==> config.mk <==
export PLATFORM = sky130hd
export DESIGN_NAME = hsl_to_rgb_converter_core
export DESIGN_NICKNAME = d
export VERILOG_FILES = /design/src/rtl/core/hsl2rgb_pkg.sv /design/src/rtl/core/hsl_to_rgb_converter_core.sv
export SDC_FILE = /design/constraint.sdc
export NUM_CORES = 2
export LEC_CHECK = 0
export BUFFER_PORTS_ARGS = -buffer_cell sky130_fd_sc_hd__buf_2
export CAP_MARGIN = 0
export CORE_MARGIN = 3
export CORE_UTILIZATION = 50
export CTS_BUF_LIST = sky130_fd_sc_hd__clkbuf_8
export DETAILED_ROUTE_END_ITERATION = 6
export GPL_ROUTABILITY_DRIVEN = 0
export PLACE_DENSITY = 0.66
export SETUP_SLACK_MARGIN = 0.3
export SLEW_MARGIN = 20
export SYNTH_ARGS = -nofsm -noshare
export SYNTH_HDL_FRONTEND = slang
export SYNTH_SLANG_ARGS = --single-unit
==> constraint.sdc <==
create_clock -name clk_i -period 13.8 [get_ports clk_i]
set_clock_uncertainty 0.1 [all_clocks]
set_input_delay 0.69 -clock clk_i [delete_from_list [all_inputs] [get_ports clk_i]]
set_output_delay 0.69 -clock clk_i [all_outputs]
set_load 0.1 [all_outputs]
==> src/rtl/core/hsl2rgb_pkg.sv <==
// ----------------------------------------------------------------------------
// HSL to RGB package
// Pixel types, fixed-point constants and the hue ramp used by the converter.
// ----------------------------------------------------------------------------
`timescale 1ns / 1ps
`default_nettype none

package hsl2rgb_pkg;

  localparam int unsigned FracBits = 16;
  localparam int unsigned LevelW   = 2 * FracBits + 1;

  localparam logic [FracBits:0]   OneFx   = {1'b1, {FracBits{1'b0}}};
  localparam logic [FracBits-1:0] ThirdFx = FracBits'((1 << FracBits) / 3);
  localparam logic [FracBits-1:0] TwoThirdFx = FracBits'((1 << FracBits) - ThirdFx);
  localparam logic [LevelW-1:0]   OneSqFx = {1'b1, {(2 * FracBits){1'b0}}};

  typedef struct packed {
    logic [FracBits-1:0] hue;
    logic [FracBits:0]   saturation;
    logic [FracBits:0]   lightness;
  } hsl_pixel_t;

  typedef struct packed {
    logic [7:0] red;
    logic [7:0] green;
    logic [7:0] blue;
  } rgb_pixel_t;

  // Piecewise-linear weight of one channel at hue position t, from 0 to one.
  function automatic logic [FracBits:0] ramp_weight(logic [FracBits-1:0] t);
    logic [FracBits+2:0] six_t;
    logic [FracBits+2:0] three_t;
    logic [FracBits+2:0] fall;
    logic [FracBits:0]   w;
    six_t   = ({3'b000, t} << 2) + ({3'b000, t} << 1);
    three_t = ({3'b000, t} << 1) + {3'b000, t};
    fall    = ({2'b00, OneFx} << 2) - six_t;
    if (six_t < {2'b00, OneFx}) begin
      w = six_t[FracBits:0];
    end else if (!t[FracBits-1]) begin
      w = OneFx;
    end else if (three_t < ({2'b00, OneFx} << 1)) begin
      w = fall[FracBits:0];
    end else begin
      w = '0;
    end
    return w;
  endfunction

endpackage

`default_nettype wire

==> src/rtl/core/hsl_to_rgb_converter_core.sv <==
// ----------------------------------------------------------------------------
// HSL to RGB converter core
// An accepted input beat is registered in stages 1, 2 and 3 and then in the output register.
// Throughput is one pixel per cycle; the four-stage pipeline stalls in place.
// Reset clears all stage valid bits; no pixel data is reset.
// ----------------------------------------------------------------------------
`timescale 1ns / 1ps
`default_nettype none

module hsl_to_rgb_converter_core
  import hsl2rgb_pkg::*;
(
  input  wire logic       clk_i,
  input  wire logic       rst_ni,
  input  wire logic       in_valid_i,
  output logic            in_ready_o,
  input  wire hsl_pixel_t in_data_i,
  output logic            out_valid_o,
  input  wire logic       out_ready_i,
  output rgb_pixel_t      out_data_o
);

  localparam int unsigned F = FracBits;

  logic en1, en2, en3, en4;
  logic v1_q, v2_q, v3_q, v4_q;

  // Stage 1: clamp, lightness distance to the nearer end, channel hue offsets.
  logic [F:0]   s_clamp, l_clamp, l_comp;
  logic [F:0]   s1_s_q, s1_l_q;
  logic [F-1:0] s1_m_q, s1_tr_q, s1_tg_q, s1_tb_q;
  logic [F:0]   m_d;
  logic [F:0]   tr_sum, tb_sum;

  // Stage 2: half chroma and ramp weights.
  logic [2*F:0] sm_prod;
  logic [F-1:0] s2_c_q;
  logic [F:0]   s2_l_q, s2_rr_q, s2_rg_q, s2_rb_q;

  // Stage 3: channel levels.
  logic [LevelW-1:0] base_d;
  logic [2*F:0]      pr_d, pg_d, pb_d;
  logic [LevelW:0]   vr_d, vg_d, vb_d;
  logic [LevelW-1:0] s3_vr_q, s3_vg_q, s3_vb_q;

  rgb_pixel_t out_q;

  assign en4        = !v4_q || out_ready_i;
  assign en3        = !v3_q || en4;
  assign en2        = !v2_q || en3;
  assign en1        = !v1_q || en2;
  assign in_ready_o = en1;

  always_comb begin
    s_clamp = (in_data_i.saturation > OneFx) ? OneFx : in_data_i.saturation;
    l_clamp = (in_data_i.lightness > OneFx) ? OneFx : in_data_i.lightness;
    l_comp  = OneFx - l_clamp;
    m_d     = (l_clamp < l_comp) ? l_clamp : l_comp;
    tr_sum  = {1'b0, in_data_i.hue} + {1'b0, ThirdFx};
    tb_sum  = {1'b0, in_data_i.hue} + {1'b0, TwoThirdFx};
  end

  always_ff @(posedge clk_i) begin
    if (in_valid_i && en1) begin
      s1_s_q  <= s_clamp;
      s1_l_q  <= l_clamp;
      s1_m_q  <= m_d[F-1:0];
      s1_tr_q <= tr_sum[F-1:0];
      s1_tg_q <= in_data_i.hue;
      s1_tb_q <= tb_sum[F-1:0];
    end
  end

  assign sm_prod = {{F{1'b0}}, s1_s_q} * {{(F+1){1'b0}}, s1_m_q};

  always_ff @(posedge clk_i) begin
    if (v1_q && en2) begin
      s2_c_q  <= sm_prod[2*F-1:F];
      s2_l_q  <= s1_l_q;
      s2_rr_q <= ramp_weight(s1_tr_q);
      s2_rg_q <= ramp_weight(s1_tg_q);
      s2_rb_q <= ramp_weight(s1_tb_q);
    end
  end

  always_comb begin
    base_d = {(s2_l_q - {1'b0, s2_c_q}), {F{1'b0}}};
    pr_d   = {{(F+1){1'b0}}, s2_c_q} * {{F{1'b0}}, s2_rr_q};
    pg_d   = {{(F+1){1'b0}}, s2_c_q} * {{F{1'b0}}, s2_rg_q};
    pb_d   = {{(F+1){1'b0}}, s2_c_q} * {{F{1'b0}}, s2_rb_q};
    vr_d   = {1'b0, base_d} + {pr_d, 1'b0};
    vg_d   = {1'b0, base_d} + {pg_d, 1'b0};
    vb_d   = {1'b0, base_d} + {pb_d, 1'b0};
  end

  always_ff @(posedge clk_i) begin
    if (v2_q && en3) begin
      s3_vr_q <= vr_d[LevelW-1:0];
      s3_vg_q <= vg_d[LevelW-1:0];
      s3_vb_q <= vb_d[LevelW-1:0];
    end
  end

  function automatic logic [7:0] to_channel(logic [LevelW-1:0] v);
    logic [LevelW+7:0] scaled;
    logic [8:0]        ch;
    scaled = ({8'd0, v} << 8) - {8'd0, v};
    ch     = scaled[2*F+8:2*F];
    return ch[8] ? 8'hFF : ch[7:0];
  endfunction

  always_ff @(posedge clk_i) begin
    if (v3_q && en4) begin
      out_q.red   <= to_channel(s3_vr_q);
      out_q.green <= to_channel(s3_vg_q);
      out_q.blue  <= to_channel(s3_vb_q);
    end
  end

  always_ff @(posedge clk_i or negedge rst_ni) begin
    if (!rst_ni) begin
      v1_q <= 1'b0;
      v2_q <= 1'b0;
      v3_q <= 1'b0;
      v4_q <= 1'b0;
    end else begin
      if (en1) v1_q <= in_valid_i;
      if (en2) v2_q <= v1_q;
      if (en3) v3_q <= v2_q;
      if (en4) v4_q <= v3_q;
    end
  end

  assign out_valid_o = v4_q;
  assign out_data_o  = out_q;

`ifndef ASSERT_OFF
  a_in_enters : assert property (@(posedge clk_i) disable iff (!rst_ni)
    in_valid_i && in_ready_o |=> v1_q)
    else $error("accepted input beat did not enter the first stage");

  a_out_fills : assert property (@(posedge clk_i) disable iff (!rst_ni)
    v3_q && en4 |=> v4_q)
    else $error("pixel lost between the last stage and the output register");

  a_level_range : assert property (@(posedge clk_i) disable iff (!rst_ni)
    v3_q |-> (s3_vr_q <= OneSqFx) && (s3_vg_q <= OneSqFx) && (s3_vb_q <= OneSqFx))
    else $error("channel level exceeds full scale");
`endif

endmodule

`default_nettype wire

# After elaboration in Yosys (flattened, before gate mapping)
# Index checks and enable logic that the tools add are counted.
# Widths: inputs -> output; s select.
[op_classes]
addsub = 19
mul = 4
order_cmp = 9
mux = 11
n_reduce_logical = 12
[op_table]
columns = ["cell", "n"]
rows = [
  ["$mux 17", 10],
  ["$sub 41x33->41", 3],
  ["$add 33x33->33", 3],
  ["$mul 16x17->32", 3],
  ["$add 18x17->19", 3],
  ["$lt 19x17->1 const B", 3],
  ["$add 17x16->18", 3],
  ["$lt 18x18->1 const B", 3],
  ["$sub 1x17->17 const A", 3],
  ["$gt 17x17->1 const B", 2],
  ["$mul 17x16->32", 1],
  ["$lt 17x17->1", 1],
  ["$sub 17x16->17", 1],
  ["$sub 17x17->17 const A", 1],
  ["$add 16x15->16 const B", 1],
  ["$add 16x16->16 const B", 1],
  ["$mux 16", 1],
  ["$logic_and 1x1->1", 4],
  ["$logic_not 1->1", 4],
  ["$logic_or 1x1->1", 4],
]
[totals]
reg_bits = 309
wordCells = 76

# Longest topological paths before layout
[depth]
depth_word = 6
depth_mapped = 36

# Worst setup path after synthesis
# No wires, ideal clock.
[synth_path]
kind = "flip-flop to flip-flop"
start = "register s2_rg_q[11]"
end = "register s3_vg_q[32], data pin"
arrival_time_ns = 7.765
setup_slack_ns = 5.666
stages_incl_launch_ff = 32
n_path_buf = 1
period_less_slack_ns = 8.134
cell_sequence = "edfxtp_1 clkbuf_1 nand2_1 fa_1 fa_1 fa_1 fa_1 inv_1 fa_1 inv_1 fa_1 inv_1 ha_1 a21o_1 a21oi_1 inv_1 o311a_1 o21a_1 o21ai_0 nand2b_1 a211oi_1 nor2_1 ha_1 a21oi_1 o21bai_1 a31o_2 a41oi_1 a21oi_1 a21o_1 a21oi_1 o21ai_1 xor3_1"
[synth_between]
elab_chain_len = 2
[synth_lines]
columns = ["element", "line", "source"]
rows = [
  ["from (decl)", "hsl_to_rgb_converter_core.sv:38", "logic [F:0] s2_l_q, s2_rr_q, s2_rg_q, s2_rb_q;"],
  ["from (signal assigned)", "hsl_to_rgb_converter_core.sv:81", "s2_rg_q <= ramp_weight(s1_tg_q);"],
  ["$mul 16x17->32", "hsl_to_rgb_converter_core.sv:89", "pg_d = {{(F+1){1'b0}}, s2_c_q} * {{F{1'b0}}, s2_rg_q};"],
  ["$add 33x33->33", "hsl_to_rgb_converter_core.sv:92", "vg_d = {1'b0, base_d} + {pg_d, 1'b0};"],
  ["net vg_d[32]", "hsl_to_rgb_converter_core.sv:43", "logic [LevelW:0] vr_d, vg_d, vb_d;"],
  ["to (signal assigned)", "hsl_to_rgb_converter_core.sv:99", "s3_vg_q <= vg_d[LevelW-1:0];"],
  ["to (decl)", "hsl_to_rgb_converter_core.sv:44", "logic [LevelW-1:0] s3_vr_q, s3_vg_q, s3_vb_q;"],
]
# The timed path passes the listed nets, and every way through them passes these cells.
# A chain may end at the register's enable or synchronous reset.

# Final worst setup path
[layout_path]
start = "register s2_c_q[1]"
end = "register s3_vg_q[32], data pin"
[layout_between]
elab_chain_len = 2
word_cells_on_any_way = 3
cone_classes = "2 x add/sub; 1 x mul"
[layout_lines]
columns = ["element", "line", "source"]
rows = [
  ["from (decl)", "hsl_to_rgb_converter_core.sv:37", "logic [F-1:0] s2_c_q;"],
  ["from (signal assigned)", "hsl_to_rgb_converter_core.sv:78", "s2_c_q <= sm_prod[2*F-1:F];"],
  ["$mul 16x17->32 or $sub 17x16->17 (tied branches)", "hsl_to_rgb_converter_core.sv:89, hsl_to_rgb_converter_core.sv:87", ""],
  ["$add 33x33->33 (*)", "hsl_to_rgb_converter_core.sv:92", ""],
  ["net vg_d[32]", "hsl_to_rgb_converter_core.sv:43", ""],
]
# The timed path passes the listed nets; every way through them passes the cells marked *.

==> insert_results.sql <==
INSERT INTO impl_metrics (metric_group, metric, value, unit) VALUES
('timing', 'timing.setup.tns', '0', 'ns'),
('logic_synthesis', 'seq_area_frac_synth', '17.2', '%'),
('placement', 'dp_hpwl', '96400', 'um'),
('critical_path', 'worst-r2r-setup-slack', '4.69', 'ns'),
('die', 'die_width', '328', 'um'),
('layout', 'layout_common_cells', 'sky130_fd_sc_hd__inv_1, sky130_fd_sc_hd__fa_1, sky130_fd_sc_hd__nand2_1', ''),
('placement', 'post-place-ws', '4.81', 'ns'),
('cts', 'ctsHtreeMaxLevel', '2', ''),
('logic_synthesis', 'total_nets_after_synthesis', '7020', ''),
('layout', 'utilization_after_layout', '53.4', '%'),
('critical_path', 'crit_path_top_delay_cell', 'sky130_fd_sc_hd__fa_1', ''),
('timing', 'max_slew.worst_pin.slew', '0.950', 'ns'),
('cts', 'number_of_buffers_inserted_during_clock_tree_synthesis', '55', ''),
('placement', 'post-place-cells', '6864', ''),
('global_route', 'grt_most_used_layer', 'met2', ''),
('logic_synthesis', 'postSynthRegisterBits', '298', ''),
('critical_path', 'r2r_start', 's2_c_q[1]', ''),
('route', 'detail_route.drc_violations', '0', ''),
('logic_synthesis', 'synthesis.area', '51800', 'um^2'),
('timing', 'fin_crit', '9.11', 'ns'),
('logic_synthesis', 'ys_async_sr_fraction', '1.34', '%'),
('hold_path', 'hp-start', 'in_valid_i', ''),
('critical_path', 'worst_setup_path_start_kind', 'flop', ''),
('critical_path', 'worst_stage_delay_on_the_critical_path', '0.58', 'ns'),
('route', 'routed_wire_length_per_instance', '17.7', 'um'),
('layout', 'finish.net_count', '6996', ''),
('cts', 'post_cts.repair.setup_buffers', '0', ''),
('logic_synthesis', 'synthesis.instances', '5578', ''),
('die', 'die_h', '328', 'um'),
('layout', 'final_cells', '6971', ''),
('route', 'via_per_inst', '5.39', ''),
('timing', 'post-route-worst-setup-slack', '4.69', 'ns'),
('die', 'placement_rows', '117', ''),
('timing', 'rsz0062_at_grt', 'no', ''),
('timing', 'final-hold-violation-count', '0', ''),
('logic_synthesis', 'yosysWarningCount', '0', ''),
('global_route', 'largest_net_degree_at_the_start_of_global_routing', '74', ''),
('cts', 'clockBufferDepth', '3', ''),
('cts', 'clock_latency', '0.70', 'ns'),
('route', 'postRouteAntennaNets', '0', ''),
('logic_synthesis', 'netlist-cell-type-count', '85', ''),
('timing', 'post-route-period-util', '66.0', '%'),
('timing', 'timing.fmax', '110', 'MHz'),
('global_route', 'number_of_global_route_vias_before_repair', '39244', ''),
('critical_path', 'worstPathRequired', '14.13', 'ns'),
('critical_path', 'worst-endpoint-arrival', '9.44', 'ns'),
('layout', 'final_common_cell', 'sky130_fd_sc_hd__inv_1', ''),
('critical_path', 'critPathKind', 'reg2reg', ''),
('cts', 'cts_resized', '0', ''),
('critical_path', 'setup.worst_path.end_class', 'flop', ''),
('global_route', 'globalRouteMet3Util', '3.52', '%'),
('die', 'placeableCoreArea', '102000', 'um^2'),
('placement', 'io_buffers', '79', ''),
('logic_synthesis', 'syn-mean-instance-area', '9.28', 'um^2'),
('cts', 'cts_root_buf', 'sky130_fd_sc_hd__clkbuf_8', ''),
('global_route', 'grt_overflow', '0', ''),
('cts', 'cts.sinks', '298', ''),
('layout', 'fraction_of_layout_cells_with_a_size_suffix_above_1', '4.21', '%'),
('route', 'drtIter0Drc', '2378', ''),
('global_route', 'grtUsageMet2', '38.2', '%'),
('critical_path', 'crit_path_frequent_cell', 'sky130_fd_sc_hd__fa_1', ''),
('logic_synthesis', 'ys.flop_type', 'sky130_fd_sc_hd__edfxtp_1', ''),
('die', 'pin_count', '80', ''),
('route', 'sum_of_routed_wire_length_over_all_layers', '123000', 'um'),
('job', 'max-cap-violations', '0', ''),
('die', 'die_area', '107000', 'um^2'),
('critical_path', 'timing.critical_path.fanout_max', '49', ''),
('cts', 'clock_pin_slew_on_the_worst_setup_and_hold_paths', '0.06', 'ns'),
('global_route', 'globalRouteMet1Util', '33.3', '%'),
('cts', 'tritoncts', 'done', ''),
('global_route', 'grt_pass1_wl', '204000', 'um'),
('layout', 'areaGrowthSynthToFinish', '5.53', '%'),
('route', 'dr.pass1.iters', '5', ''),
('global_route', 'number_of_antenna_violations_at_the_first_check_in_global_routing', '3', ''),
('run_status', 'run_status', 'complete, no violations', ''),
('critical_path', 'worst_setup_path_startpoint', 's2_c_q[1]', ''),
('timing', 'setup_viol', '0', ''),
('hold_path', 'min-delay-path-class', 'in2reg', ''),
('timing', 'worst_case_headroom_to_the_max_slew_limit', '36.2', '%'),
('global_route', 'groute.usage.overall', '23.7', '%'),
('timing', 'final_max_slew_viol_count', '0', ''),
('die', 'start_util', '50.6', '%'),
('logic_synthesis', 'post_synth_edffs', '294', ''),
('route', 'total_number_of_vias', '37545', '');
-- timing repair --
| item | CTS | global route |
|---|---|---|
| endpoints found under the hold margin | 4 | 0 |
| endpoints found under the setup margin | 0 | 0 |
| hold buffers | 1 | 0 |
-- sequential cells by signal (all words and copies together) (netlist names), 16 cells and up --
| signal | cells |
|---|---|
| s2_rg_q | 16 |
| s1_s_q | 17 |
| s3_vg_q | 31 |
| s3_vr_q | 31 |
| s2_rr_q | 16 |
| s3_vb_q | 31 |
| s1_l_q | 17 |
| out_data_o | 24 |
| s2_rb_q | 16 |
| s1_tg_q | 16 |
| s1_tr_q | 16 |
| s2_c_q | 16 |
| s2_l_q | 17 |
-- cells in the mapped netlist (all sizes together), types with 6 or more instances --
master / n / area, um^2
clkbuf: 196 / 736
fa: 792 / 15900
nand4: 18 / 113
or2: 13 / 81.3
xnor2: 189 / 1660
nand2b: 25 / 156
inv: 1059 / 3980
o31ai: 10 / 75.1
or3: 33 / 206
a31oi: 17 / 106
nor2: 204 / 766
nor2b: 61 / 382
a221oi: 7 / 61.3
a31o: 7 / 61.3
nor3b: 11 / 82.6
mux2: 8 / 90.1
a41oi: 7 / 61.3
o21ai: 151 / 771
o211ai: 16 / 120
nor3: 72 / 360
ha: 596 / 7460
edfxtp: 294 / 8830
and2: 433 / 2710
a211o: 9 / 78.8
a2111oi: 8 / 70.1
xor2: 49 / 429
a211oi: 23 / 178
nand3: 57 / 285
o21a: 41 / 308
and3: 17 / 106
a21o: 66 / 495
a21oi: 172 / 868
nor4: 30 / 188
mux2i: 15 / 150
o21bai: 21 / 158
o31a: 6 / 52.6
nand2: 756 / 2840
-- per-stage QoR --
stage | hold WS (ns) | area (um^2)
floorplan | 0.294 | 51800
global placement | 0.304 | 53500
detailed placement | 0.309 | 53500
CTS | 0.0129 | 54600
global route | 0.0605 | 54700
finish | 0.0945 | 54700
-- worst max-delay path, delay by kind of cell, from the launching register on --
family | cells | cell delay [ns]
fa+ha+maj | 8 | 3.73
compound gates | 14 | 3.14
buf+inv | 5 | 0.76
xor+xnor | 1 | 0.38
simple gates | 3 | 0.35
flops | 1 | 0.32
-- kinds of logic (layout without fill, tap and decap cells) --
| logic type | count (synthesis) | after routing | synth area share [%] |
|---|---|---|---|
| AND/OR/NAND/NOR | 1753 | 1753 | 16.4 |
| adder cells (fa/ha/maj) | 1388 | 1388 | 45.0 |
| buffers and inverters | 1257 | 1279 | 9.11 |
| AO/OA/AOI/OAI | 620 | 620 | 7.74 |
| flip-flops | 298 | 298 | 17.2 |
| XOR/XNOR | 239 | 239 | 4.07 |
| multiplexers | 23 | 23 | 0.464 |
| other | 0 | 3 | 0 |
-- path summary, 6_finish.rpt --
kind,endpoint,depth (start not counted)
worst min register to register,s2_l_q[11],0
max in group asynchronous,v1_q,2
min in group asynchronous,v3_q,2
worst max register to register,s3_vg_q[32],31
worst max-delay path,s3_vg_q[32],31
worst min-delay path,v1_q,2
-- layer usage --
layer / wire (um) / vias to the layer above
li1: - / 17649
met1: 56200 / 18676
met2: 55900 / 1023
met3: 7400 / 195
met4: 3550 / 2
met5: 13 / -
-- layout make-up --
type | count | area, um^2
multi-input cells | 4023 | 38200
diodes | 3 | 7.51
inverters | 1059 | 3980
flip-flops and latches | 298 | 8930
clock inverters | 47 | 399
well taps | 1368 | 1710
clock buffers | 56 | 771
fillers | 9290 | 47700
repair buffers | 117 | 683
Power is left out: the tool's default activity adds up to more than one toggle a clock period on the data nets, which glitch-free logic cannot reach.
